--- config.mk ---
export PLATFORM = sky130hd
export DESIGN_NAME = first_fit_slot_allocator
export DESIGN_NICKNAME = d
export VERILOG_FILES = /design/src/rtl/ffsa_pkg.sv /design/src/rtl/ffsa_ram.sv /design/src/rtl/first_fit_slot_allocator.sv
export SDC_FILE = /design/constraint.sdc
export NUM_CORES = 2
export LEC_CHECK = 0
export BUFFER_PORTS_ARGS = -buffer_cell sky130_fd_sc_hd__buf_2
export CAP_MARGIN = 20
export CORE_MARGIN = 1.5
export CORE_UTILIZATION = 30
export DETAILED_ROUTE_END_ITERATION = 8
export HOLD_SLACK_MARGIN = 0.06
export PLACE_DENSITY = 0.51
export SLEW_MARGIN = 20
export SYNTH_ARGS = -nofsm -noshare
export SYNTH_HDL_FRONTEND = slang
export SYNTH_SLANG_ARGS = --single-unit
--- constraint.sdc ---
create_clock -name clk -period 17.15 [get_ports clk]
set_input_delay 0.8575 -clock clk [delete_from_list [all_inputs] [get_ports clk]]
set_output_delay 0.8575 -clock clk [all_outputs]
set_load 0.05 [all_outputs]
--- src/rtl/ffsa_pkg.sv ---
// Shared types and constants for the first-fit slot allocator.
// No dependencies; used by first_fit_slot_allocator.
package ffsa_pkg;

    localparam int SLOTS    = 256;
    localparam int IDX_W    = $clog2(SLOTS);
    localparam int POS_W    = (IDX_W + 2 > 10) ? IDX_W + 2 : 10;
    localparam int COUNT_W  = 8;
    localparam int OFFSET_W = 8;
    localparam int PEAK_W   = 9;
    localparam int LEN_W    = 2;

    typedef logic [POS_W-1:0]   pos_t;
    typedef logic [IDX_W-1:0]   idx_t;
    typedef logic [COUNT_W-1:0] count_t;

    localparam pos_t   OFFSET_MAX = pos_t'(255);
    localparam pos_t   PEAK_MAX   = pos_t'(511);
    localparam pos_t   SLOT_LIMIT = pos_t'(SLOTS);
    localparam idx_t   LAST_SLOT  = idx_t'(SLOTS - 1);
    localparam count_t COUNT_MAX  = count_t'(255);
    localparam count_t COUNT_ONE  = count_t'(1);

    typedef enum logic [1:0] {
        CMD_ALLOC   = 2'd0,
        CMD_RELEASE = 2'd1,
        CMD_SHARE   = 2'd2,
        CMD_CLEAR   = 2'd3
    } cmd_t;

    localparam logic ST_OK   = 1'b0;
    localparam logic ST_FULL = 1'b1;

endpackage

--- src/rtl/ffsa_ram.sv ---
// Generic single-write, single-read RAM with registered read data.
// No dependencies; holds the per-slot use counts of the allocator.
module ffsa_ram #(
    parameter int WIDTH = 8,
    parameter int DEPTH = 256
) (
    input  logic                     clk,
    input  logic                     we,
    input  logic [$clog2(DEPTH)-1:0] waddr,
    input  logic [WIDTH-1:0]         wdata,
    input  logic [$clog2(DEPTH)-1:0] raddr,
    output logic [WIDTH-1:0]         rdata
);

    logic [WIDTH-1:0] mem [DEPTH];

    always_ff @(posedge clk)
    begin
        if (we)
        begin
            mem[waddr] <= wdata;
        end
        rdata <= mem[raddr];
    end

endmodule

--- src/rtl/first_fit_slot_allocator.sv ---
// First-fit slot allocator: per-slot use counts, run allocate/release/share/clear.
// Depends on ffsa_pkg and ffsa_ram.
//
//  channel | valid     | stall     | payload
//  --------+-----------+-----------+-------------------------------------
//  in      | in_valid  | in_stall  | command, run_length, slot_offset
//  out     | out_valid | out_stall | alloc_offset, status, peak_use
//
// One item at a time. Allocate scans the count RAM one slot per clock from
// slot 0, then writes a count of one to each slot of the run. Release and
// share read, then write, each slot of the run, skip each slot past the
// stack, and then close; clear and a zero-length allocate finish in the
// accept clock. After reset every count reads zero at once (per-slot valid
// bits); no clearing pass.
// in_stall is high while an item is in work or its result is not yet taken.
module first_fit_slot_allocator (
    input  logic                          clk,
    input  logic                          rst_n,
    input  logic                          in_valid,
    output logic                          in_stall,
    input  logic [1:0]                    command,
    input  logic [ffsa_pkg::LEN_W-1:0]    run_length,
    input  logic [ffsa_pkg::OFFSET_W-1:0] slot_offset,
    output logic                          out_valid,
    input  logic                          out_stall,
    output logic [ffsa_pkg::OFFSET_W-1:0] alloc_offset,
    output logic                          status,
    output logic [ffsa_pkg::PEAK_W-1:0]   peak_use
);

    typedef enum logic [2:0] {
        S_IDLE,
        S_SCAN,
        S_ALLOC_WR,
        S_ADJ_RD,
        S_ADJ_WR
    } state_t;

    state_t                          state_reg;
    ffsa_pkg::cmd_t                  cmd_reg;
    logic [ffsa_pkg::LEN_W-1:0]      len_reg;
    logic [ffsa_pkg::OFFSET_W-1:0]   offset_reg;
    logic [ffsa_pkg::SLOTS-1:0]      slot_valid_reg;
    logic [ffsa_pkg::PEAK_W-1:0]     peak_reg;

    ffsa_pkg::idx_t                  scan_idx_reg;
    ffsa_pkg::idx_t                  chk_idx_reg;
    logic                            chk_valid_reg;
    logic [ffsa_pkg::LEN_W-1:0]      run_reg;

    ffsa_pkg::pos_t                  start_reg;
    ffsa_pkg::pos_t                  wr_ptr_reg;
    logic [ffsa_pkg::LEN_W-1:0]      wr_left_reg;

    logic [ffsa_pkg::LEN_W-1:0]      adj_k_reg;
    ffsa_pkg::idx_t                  adj_idx_reg;

    logic                            out_valid_reg;
    logic [ffsa_pkg::OFFSET_W-1:0]   alloc_offset_reg;
    logic                            status_reg;

    logic                            accept;
    ffsa_pkg::cmd_t                  in_cmd;

    ffsa_pkg::idx_t                  ram_raddr;
    ffsa_pkg::idx_t                  ram_waddr;
    ffsa_pkg::count_t                ram_wdata;
    ffsa_pkg::count_t                ram_rdata;
    logic                            ram_we;

    logic                            chk_free;
    logic [ffsa_pkg::LEN_W-1:0]      run_inc;
    ffsa_pkg::pos_t                  found_start;
    ffsa_pkg::pos_t                  alloc_end;
    logic [ffsa_pkg::PEAK_W-1:0]     alloc_end_sat;
    ffsa_pkg::pos_t                  adj_pos;
    ffsa_pkg::count_t                adj_cur;
    ffsa_pkg::count_t                adj_new;

    assign in_stall     = (state_reg != S_IDLE) || out_valid_reg;
    assign accept       = in_valid && !in_stall;
    assign in_cmd       = ffsa_pkg::cmd_t'(command);
    assign out_valid    = out_valid_reg;
    assign alloc_offset = alloc_offset_reg;
    assign status       = status_reg;
    assign peak_use     = peak_reg;

    // Scan datapath: the slot read last cycle is checked now
    assign chk_free    = !slot_valid_reg[chk_idx_reg] || (ram_rdata == '0);
    assign run_inc     = run_reg + 1'b1;
    assign found_start = ffsa_pkg::pos_t'(chk_idx_reg) + ffsa_pkg::pos_t'(1)
                       - ffsa_pkg::pos_t'(len_reg);

    // Run end after the last write of an allocation
    assign alloc_end     = wr_ptr_reg + ffsa_pkg::pos_t'(1);
    assign alloc_end_sat = (alloc_end > ffsa_pkg::PEAK_MAX)
                         ? ffsa_pkg::PEAK_W'(ffsa_pkg::PEAK_MAX)
                         : alloc_end[ffsa_pkg::PEAK_W-1:0];

    // Release/share datapath
    assign adj_pos = ffsa_pkg::pos_t'(offset_reg) + ffsa_pkg::pos_t'(adj_k_reg);
    assign adj_cur = slot_valid_reg[adj_idx_reg] ? ram_rdata : '0;

    always_comb
    begin
        adj_new = adj_cur;
        if (cmd_reg == ffsa_pkg::CMD_SHARE)
        begin
            if (adj_cur != ffsa_pkg::COUNT_MAX)
            begin
                adj_new = adj_cur + 1'b1;
            end
        end
        else if (adj_cur != '0)
        begin
            adj_new = adj_cur - 1'b1;
        end
    end

    always_comb
    begin
        ram_raddr = (state_reg == S_SCAN) ? scan_idx_reg
                                          : adj_pos[ffsa_pkg::IDX_W-1:0];
        ram_we    = 1'b0;
        ram_waddr = adj_idx_reg;
        ram_wdata = adj_new;
        unique case (state_reg)
            S_ALLOC_WR:
            begin
                ram_we    = 1'b1;
                ram_waddr = wr_ptr_reg[ffsa_pkg::IDX_W-1:0];
                ram_wdata = ffsa_pkg::COUNT_ONE;
            end
            S_ADJ_WR:
            begin
                ram_we = 1'b1;
            end
            default:
            begin
                ram_we = 1'b0;
            end
        endcase
    end

    ffsa_ram #(
        .WIDTH (ffsa_pkg::COUNT_W),
        .DEPTH (ffsa_pkg::SLOTS)
    ) u_count_ram (
        .clk   (clk),
        .we    (ram_we),
        .waddr (ram_waddr),
        .wdata (ram_wdata),
        .raddr (ram_raddr),
        .rdata (ram_rdata)
    );

    always_ff @(posedge clk or negedge rst_n)
    begin
        if (!rst_n)
        begin
            state_reg        <= S_IDLE;
            cmd_reg          <= ffsa_pkg::CMD_ALLOC;
            len_reg          <= '0;
            offset_reg       <= '0;
            slot_valid_reg   <= '0;
            peak_reg         <= '0;
            scan_idx_reg     <= '0;
            chk_idx_reg      <= '0;
            chk_valid_reg    <= 1'b0;
            run_reg          <= '0;
            start_reg        <= '0;
            wr_ptr_reg       <= '0;
            wr_left_reg      <= '0;
            adj_k_reg        <= '0;
            adj_idx_reg      <= '0;
            out_valid_reg    <= 1'b0;
            alloc_offset_reg <= '0;
            status_reg       <= ffsa_pkg::ST_OK;
        end
        else
        begin
            if (out_valid_reg && !out_stall)
            begin
                out_valid_reg <= 1'b0;
            end

            unique case (state_reg)
                S_IDLE:
                begin
                    if (accept)
                    begin
                        cmd_reg       <= in_cmd;
                        len_reg       <= run_length;
                        offset_reg    <= slot_offset;
                        scan_idx_reg  <= '0;
                        chk_valid_reg <= 1'b0;
                        run_reg       <= '0;
                        adj_k_reg     <= '0;
                        unique case (in_cmd)
                            ffsa_pkg::CMD_ALLOC:
                            begin
                                if (run_length == '0)
                                begin
                                    out_valid_reg    <= 1'b1;
                                    alloc_offset_reg <= '0;
                                    status_reg       <= ffsa_pkg::ST_FULL;
                                end
                                else
                                begin
                                    state_reg <= S_SCAN;
                                end
                            end
                            ffsa_pkg::CMD_RELEASE,
                            ffsa_pkg::CMD_SHARE:
                            begin
                                state_reg <= S_ADJ_RD;
                            end
                            ffsa_pkg::CMD_CLEAR:
                            begin
                                slot_valid_reg   <= '0;
                                peak_reg         <= '0;
                                out_valid_reg    <= 1'b1;
                                alloc_offset_reg <= '0;
                                status_reg       <= ffsa_pkg::ST_OK;
                            end
                        endcase
                    end
                end

                S_SCAN:
                begin
                    // advance the read side, holding at the last slot
                    if (scan_idx_reg != ffsa_pkg::LAST_SLOT)
                    begin
                        scan_idx_reg <= scan_idx_reg + 1'b1;
                    end
                    chk_idx_reg   <= scan_idx_reg;
                    chk_valid_reg <= 1'b1;
                    if (chk_valid_reg)
                    begin
                        run_reg <= chk_free ? run_inc : '0;
                        if (chk_free && (run_inc == len_reg))
                        begin
                            if (found_start > ffsa_pkg::OFFSET_MAX)
                            begin
                                state_reg        <= S_IDLE;
                                out_valid_reg    <= 1'b1;
                                alloc_offset_reg <= '0;
                                status_reg       <= ffsa_pkg::ST_FULL;
                            end
                            else
                            begin
                                state_reg   <= S_ALLOC_WR;
                                start_reg   <= found_start;
                                wr_ptr_reg  <= found_start;
                                wr_left_reg <= len_reg;
                            end
                        end
                        else if (chk_idx_reg == ffsa_pkg::LAST_SLOT)
                        begin
                            state_reg        <= S_IDLE;
                            out_valid_reg    <= 1'b1;
                            alloc_offset_reg <= '0;
                            status_reg       <= ffsa_pkg::ST_FULL;
                        end
                    end
                end

                S_ALLOC_WR:
                begin
                    slot_valid_reg[wr_ptr_reg[ffsa_pkg::IDX_W-1:0]] <= 1'b1;
                    wr_ptr_reg  <= wr_ptr_reg + 1'b1;
                    wr_left_reg <= wr_left_reg - 1'b1;
                    if (wr_left_reg == ffsa_pkg::LEN_W'(1))
                    begin
                        if (alloc_end_sat > peak_reg)
                        begin
                            peak_reg <= alloc_end_sat;
                        end
                        state_reg        <= S_IDLE;
                        out_valid_reg    <= 1'b1;
                        alloc_offset_reg <= start_reg[ffsa_pkg::OFFSET_W-1:0];
                        status_reg       <= ffsa_pkg::ST_OK;
                    end
                end

                S_ADJ_RD:
                begin
                    if (adj_k_reg == len_reg)
                    begin
                        state_reg        <= S_IDLE;
                        out_valid_reg    <= 1'b1;
                        alloc_offset_reg <= '0;
                        status_reg       <= ffsa_pkg::ST_OK;
                    end
                    else if (adj_pos >= ffsa_pkg::SLOT_LIMIT)
                    begin
                        // drop slots past the stack
                        adj_k_reg <= adj_k_reg + 1'b1;
                    end
                    else
                    begin
                        adj_idx_reg <= adj_pos[ffsa_pkg::IDX_W-1:0];
                        state_reg   <= S_ADJ_WR;
                    end
                end

                S_ADJ_WR:
                begin
                    slot_valid_reg[adj_idx_reg] <= 1'b1;
                    adj_k_reg <= adj_k_reg + 1'b1;
                    state_reg <= S_ADJ_RD;
                end

                default:
                begin
                    state_reg <= S_IDLE;
                end
            endcase
        end
    end

endmodule
Word-level counts from Yosys, hierarchy flattened
Memory sizes are Yosys's and may differ from the RTL's. A register that Yosys moved wholly into a read port is not among the register bits.
Index checks and enable logic that the tools add are counted.
{"block": "totals", "ff_bits": 339, "ram_bits": 2048, "inputBits": 16, "output_inout_bits": 20, "wordCells": 200, "memories": 1}
{"name": "u_count_ram.mem", "words": 256, "width": 8, "rd": 1, "rd_ports_with_merged_regs": 1, "write_ports": 1, "line": "ffsa_ram.sv:15", "rtl": "logic [WIDTH-1:0] mem [DEPTH];"}
{"block": "op_classes", "add_sub_neg": 10, "order_cmp": 9, "n_eq_ne": 32, "muxes": 89, "n_bitwise": 5, "reduce_logical": 36}
{"cell": "case mux 256 bit (3 select lines)", "count": 1}
{"cell": "two-way mux 256 bit", "count": 2}
{"cell": "OR 256 bit", "count": 2}
{"cell": "two-way mux 8 bit", "count": 17}
{"cell": "two-way mux 9 bit", "count": 5}
{"cell": "case mux 8 bit (2 select lines)", "count": 2}
{"cell": "case mux 8 bit (4 select lines)", "count": 1}
{"cell": "two-way mux 10 bit", "count": 3}
{"cell": "less-than comparator 8 x 9 -> 1 bit, second input constant", "count": 3}
{"cell": "two-way mux 1 bit", "count": 25}
{"cell": "two-way mux 3 bit", "count": 8}
{"cell": "case mux 10 bit (2 select lines)", "count": 1}
{"cell": "two-way mux 2 bit", "count": 9}
{"cell": "case mux 9 bit (2 select lines)", "count": 1}
{"cell": "adder 8 x 1 -> 8 bit, second input constant", "count": 2}
{"cell": "binary-select mux 1 bit (select 8 bit)", "count": 2}
{"cell": "demux 1 bit (select 8 bit)", "count": 2}
{"cell": "greater-or-equal comparator 8 x 1 -> 1 bit, second input constant", "count": 2}
{"cell": "inequality test 2 bit, second input constant", "count": 8}
{"cell": "inequality test 8 bit, second input constant", "count": 2}
{"cell": "case mux 3 bit (5 select lines)", "count": 1}
{"cell": "AND reduction 3 bit", "count": 4}
{"cell": "AND reduction 4 bit", "count": 3}
{"cell": "adder 10 x 1 -> 10 bit, second input constant", "count": 1}
{"cell": "other kinds (42)", "count": 74}

Longest topological paths before layout
{"block": "logic_depth", "depth_word": 8, "mapped_depth": 22, "depth_no_buf": 17}

Hierarchy
From an unflattened synthesis, not the netlist that was laid out.
{"block": "unflattened", "cells_unflattened": 6035, "hier_area_um2": 100697.8}
{"module": "ffsa_ram", "n_inst": 1, "cells_per_inst": 3733, "area_per_inst_um2": 79556.3, "seq_area_each_um2": 61659.1}
{"module": "first_fit_slot_allocator", "n_inst": 1, "cells_per_inst": 2302, "area_per_inst_um2": 21141.5, "seq_area_each_um2": 8483.1}

Least setup slack after synthesis
OpenSTA, ideal clock, no wires.
{"block": "synth_path", "path_type": "register -> register", "from": "reg adj_idx_reg[1]", "to": "mem u_count_ram.mem[0][4], data pin", "setup_ns": 2.421, "arrival_ns": 14.643, "required_time_ns": 14.729, "slack_ns": 0.086, "path_stages_with_launch": 19, "cell_sequence": "dfrtp_1 -> buf_2 -> buf_2 -> buf_2 -> buf_1 -> mux4_2 -> a22oi_1 -> nand3_1 -> o211ai_1 -> and3_1 -> o21ai_2 -> clkbuf_1 -> nand2_1 -> inv_1 -> ha_1 -> inv_1 -> nor2_1 -> nand3_1 -> a311oi_1"}
{"block": "synth_between", "elab_chain_len": 7, "elab_cells_between_ends": 11, "classes_between": "add/sub (2); eq/ne (1); mux (7); reduce/logical (1)"}
{"item": "from (decl)", "line": "first_fit_slot_allocator.sv:56", "rtl": "ffsa_pkg::idx_t adj_idx_reg;"}
{"item": "from (signal assigned)", "line": "first_fit_slot_allocator.sv:303", "rtl": "adj_idx_reg <= adj_pos[ffsa_pkg::IDX_W-1:0];"}
{"item": "binary-select mux 1 bit (select 8 bit) *", "line": "first_fit_slot_allocator.sv:102", "rtl": "assign adj_cur = slot_valid_reg[adj_idx_reg] ? ram_rdata : '0;"}
{"item": "two-way mux 1 bit (implied by the code) *", "line": "first_fit_slot_allocator.sv:102"}
{"item": "two-way mux 8 bit *", "line": "first_fit_slot_allocator.sv:102"}
{"item": "subtractor 8 x 1 -> 8 bit (tied with other cells)", "line": "first_fit_slot_allocator.sv:116", "rtl": "adj_new = adj_cur - 1'b1;"}
{"item": "two-way mux 8 bit, on equally long branches", "line": "first_fit_slot_allocator.sv:114, first_fit_slot_allocator.sv:109"}
{"item": "two-way mux 8 bit *", "line": "first_fit_slot_allocator.sv:107", "rtl": "if (cmd_reg == ffsa_pkg::CMD_SHARE)"}
{"item": "two-way mux 8 bit *", "line": "first_fit_slot_allocator.sv:127", "rtl": "unique case (state_reg)"}
{"item": "net ram_wdata[4]", "line": "first_fit_slot_allocator.sv:67", "rtl": "ffsa_pkg::count_t ram_wdata;"}
{"item": "to (decl)", "line": "ffsa_ram.sv:15"}
The timed path passes the listed nets; every way through them passes the cells marked *. The select of a mux whose other input is x is not followed.

Final worst setup path
{"block": "layout_path", "from": "reg adj_idx_reg[1]", "to": "mem u_count_ram.mem[90][0], data pin"}
The elaborated chain is that of the path after synthesis.

==> impl_metrics.toml <==
[clocking]
postCtsResizedCells = 0
cts_htree_levels = 5
clkTransAtPathRegs_ns = 0.06
cts_setup_buffers = 0
cts_buffers = 274
root_buffer = "clkbuf_16"
clock-sinks = 2395
clock_path_buffers = 4
clock_latency_ns = 0.89
tritoncts = "yes"

[critical_path]
path_buf_inv = 6
cp.required_ns = 17.69
startpoint_type = "flop"
path_delay_family = "buffers and inverters"
cp_slowest_cell = "dfrtp_4"
path_cells = "buf_4, mux4_2, mux4_2, nor2b_1, a2111oi_0, and3_1, o21ai_2, buf_4, nand2_1, inv_1, ha_1, inv_1, nor2_1, nand3_1, xor2_1, a221o_4, buf_4, buf_4"
crit_path_frequent_cell = "buf_4"
cp_max_fo = 64
setup.worst_path.class = "reg2reg"
worstPathArrival_ns = 8.26
end_kind = "flop"
cp_slowest_stage_delay_ns = 0.86

[drt]
final_antenna_net_count = 0
drt-pass1-iter-count = 6
wirelength_mm = 285
drc = 0
vias_per_cell = 5.23
wire_per_inst_um = 26.7
num_vias = 55700
drt_iter0_markers = 5728

[global_route]
antenna_found_initial = 8
grt_pass1_vias = 56900
grt_use_total_pct = 16.4
grt_pass1_wl_mm = 412
grt_overflow = 0
grt_max_degree = 193

[finish]
most-common-layout-cells = "edfxtp_1, mux4_2, nor2_1"
final_util_pct = 34.3
n_fill_cell = 31900
syn_to_final_growth_pct = 13.8
multi_input_area_um2 = 29800
largest_reg_flops = 2048
seq_area_um2 = 70200
stdcell_area_um2 = 116000
fin_nets = 5980
drive_above_1_share_pct = 20.4
final_common_cell = "edfxtp_1"

[timing]
finalSetupTns_ns = 0
drv_slew = 0
fmax_mhz = 130
setup_viol = 0
hold_viol_final = 0
maxSlewHeadroom_pct = 19.0
fin_crit_ns = 7.72
worst_pin_slew_ns = 1.21
grt_setup_unrepaired = "no"
fin_skew_ns = 0.0918
period_share_pct = 45.0
layout_setup_ws_ns = 9.43

[die]
ioPinCount = 36
start_util_pct = 30.1
die_y_um = 585
die-area_um2 = 342000
die-width_um = 585
core-area_um2 = 337000
rows = 213

[yosys]
syn_inst = 5896
synth_flop_cell = "edfxtp_1"
yosys_warnings = 0
synth_area_um2 = 102000
ys_types = 78
synth_edf_count = 2048
synth_nets = 5950
synth.yosys.seq_area_share_pct = 69.1
ys_ff_latch = 2395
avgSynthCellArea_um2 = 17.2
synthArstFlopShare_pct = 14.2

[power_and_ir_drop]
p_per_area_nw_per_um2 = 217
p_leak_nw = 38.8
peakVddDrop_mv = 0.287

[place]
place_ws_ns = 9.46
dpl.hpwl_mm = 170
routabilityCongestion = 0.862
io_buffer_count = 35
placed_cell_area_um2 = 107000

[min_path]
min_path_type = "in2reg"

[run]
cap_violations = 0

[outcome]
status = "finished, final reports clean"
==> cell type report <==
| cell class | instances | area share (%) |
|---|---|---|
| antenna | 6 | 0.0130 |
| clock buffer | 362 | 6.43 |
| clock inverter | 108 | 0.790 |
| inverter | 50 | 0.162 |
| multi-input combinational | 3034 | 25.8 |
| sequential | 2395 | 60.7 |
| tap | 4515 | 4.89 |
| timing repair buffer | 171 | 1.18 |
==> power by group <==
| part | switching (mW) | internal, mW |
|---|---|---|
| Sequential | 0.311 | 8.43 |
| Clock | 2.34 | 3.20 |
| Combinational | 7.01 | 3.74 |
==> metal layers <==
layer / part of all wire (%) / GRT usage (%) / routed length [um]
met1: 43 / 22.5 / 122000
met2: 47 / 26.0 / 133000
met3: 7.0 / 3.22 / 20000
met4: 3.6 / 5.73 / 10200
met5: 0.012 / 0 / 33
==> per-stage QoR <==
stage          power [mW]  hold slack, ns  std cells
2_1_floorplan        16.2           0.444       5896
3_3_place_gp         19.6           0.471      10200
3_5_place_dp         19.8           0.482      10200
4_1_cts              25.3           0.183      10600
5_1_grt              26.2           0.218      10600
6_report             25.0           0.239      10600
==> worst register-to-register path: cells and delay by family, from the launching register on <==
kind | cells | cell delay (ns)
buf+inv | 6 | 2.52
compound gates | 3 | 1.64
simple gates | 5 | 0.98
mux | 2 | 0.90
flops | 1 | 0.86
fa+ha+maj | 1 | 0.24
xor+xnor | 1 | 0.23
==> synth_stat cells (all sizes together), types with 11 or more instances <==
cell | number | area (um^2)
a21oi | 302 | 1520
a31oi | 11 | 68.8
buf | 146 | 686
clkbuf | 271 | 1020
dfrtp | 339 | 8480
edfxtp | 2048 | 61500
ha | 36 | 450
inv | 45 | 169
mux2 | 29 | 345
mux2i | 551 | 5520
mux4 | 636 | 14300
nand2 | 218 | 818
nand2b | 18 | 120
nand3 | 97 | 485
nand4 | 14 | 87.6
nor2 | 589 | 2220
nor2b | 33 | 206
nor3 | 18 | 90.1
o21ai | 60 | 304
o22ai | 267 | 1670
xnor2 | 16 | 140
xor2 | 16 | 140
==> path summary, 6_finish.rpt <==
kind	start	endpoint	slack, ns	depth (start not counted)
hold / removal	slot_offset[2]	offset_reg[2]$_DFFE_PN0P_	0.24	3
max in group asynchronous	rst_n	chk_idx_reg[0]$_DFFE_PN0P_	14.97	3
min in group asynchronous	rst_n	slot_valid_reg[87]$_DFFE_PN0P_	0.65	2
hold reg to reg	offset_reg[0]$_DFFE_PN0P_	offset_reg[0]$_DFFE_PN0P_	0.49	2
setup / recovery	adj_idx_reg[1]$_DFFE_PN0P_	u_count_ram.mem[90][0]$_DFFE_PP_	9.43	18
setup reg to reg	adj_idx_reg[1]$_DFFE_PN0P_	u_count_ram.mem[90][0]$_DFFE_PP_	9.43	18
==> cell families after synthesis <==
logic type / share of synthesized area (%)
and+or+nand+nor: 4.25
buffers and inverters: 1.86
adders and majority gates: 0.483
DFF: 69.1
muxes: 19.9
xor gates and xnor gates: 0.276
AOI/OAI and AO/OA: 4.18
==> what timing repair did <==
item | 4_1_cts | 5_1_grt
endpoints found under the hold margin | 3 | 0
hold buffers | 1 | 0
setup endpoints to repair | 0 | 0
(Power assumes the default switching activity.)
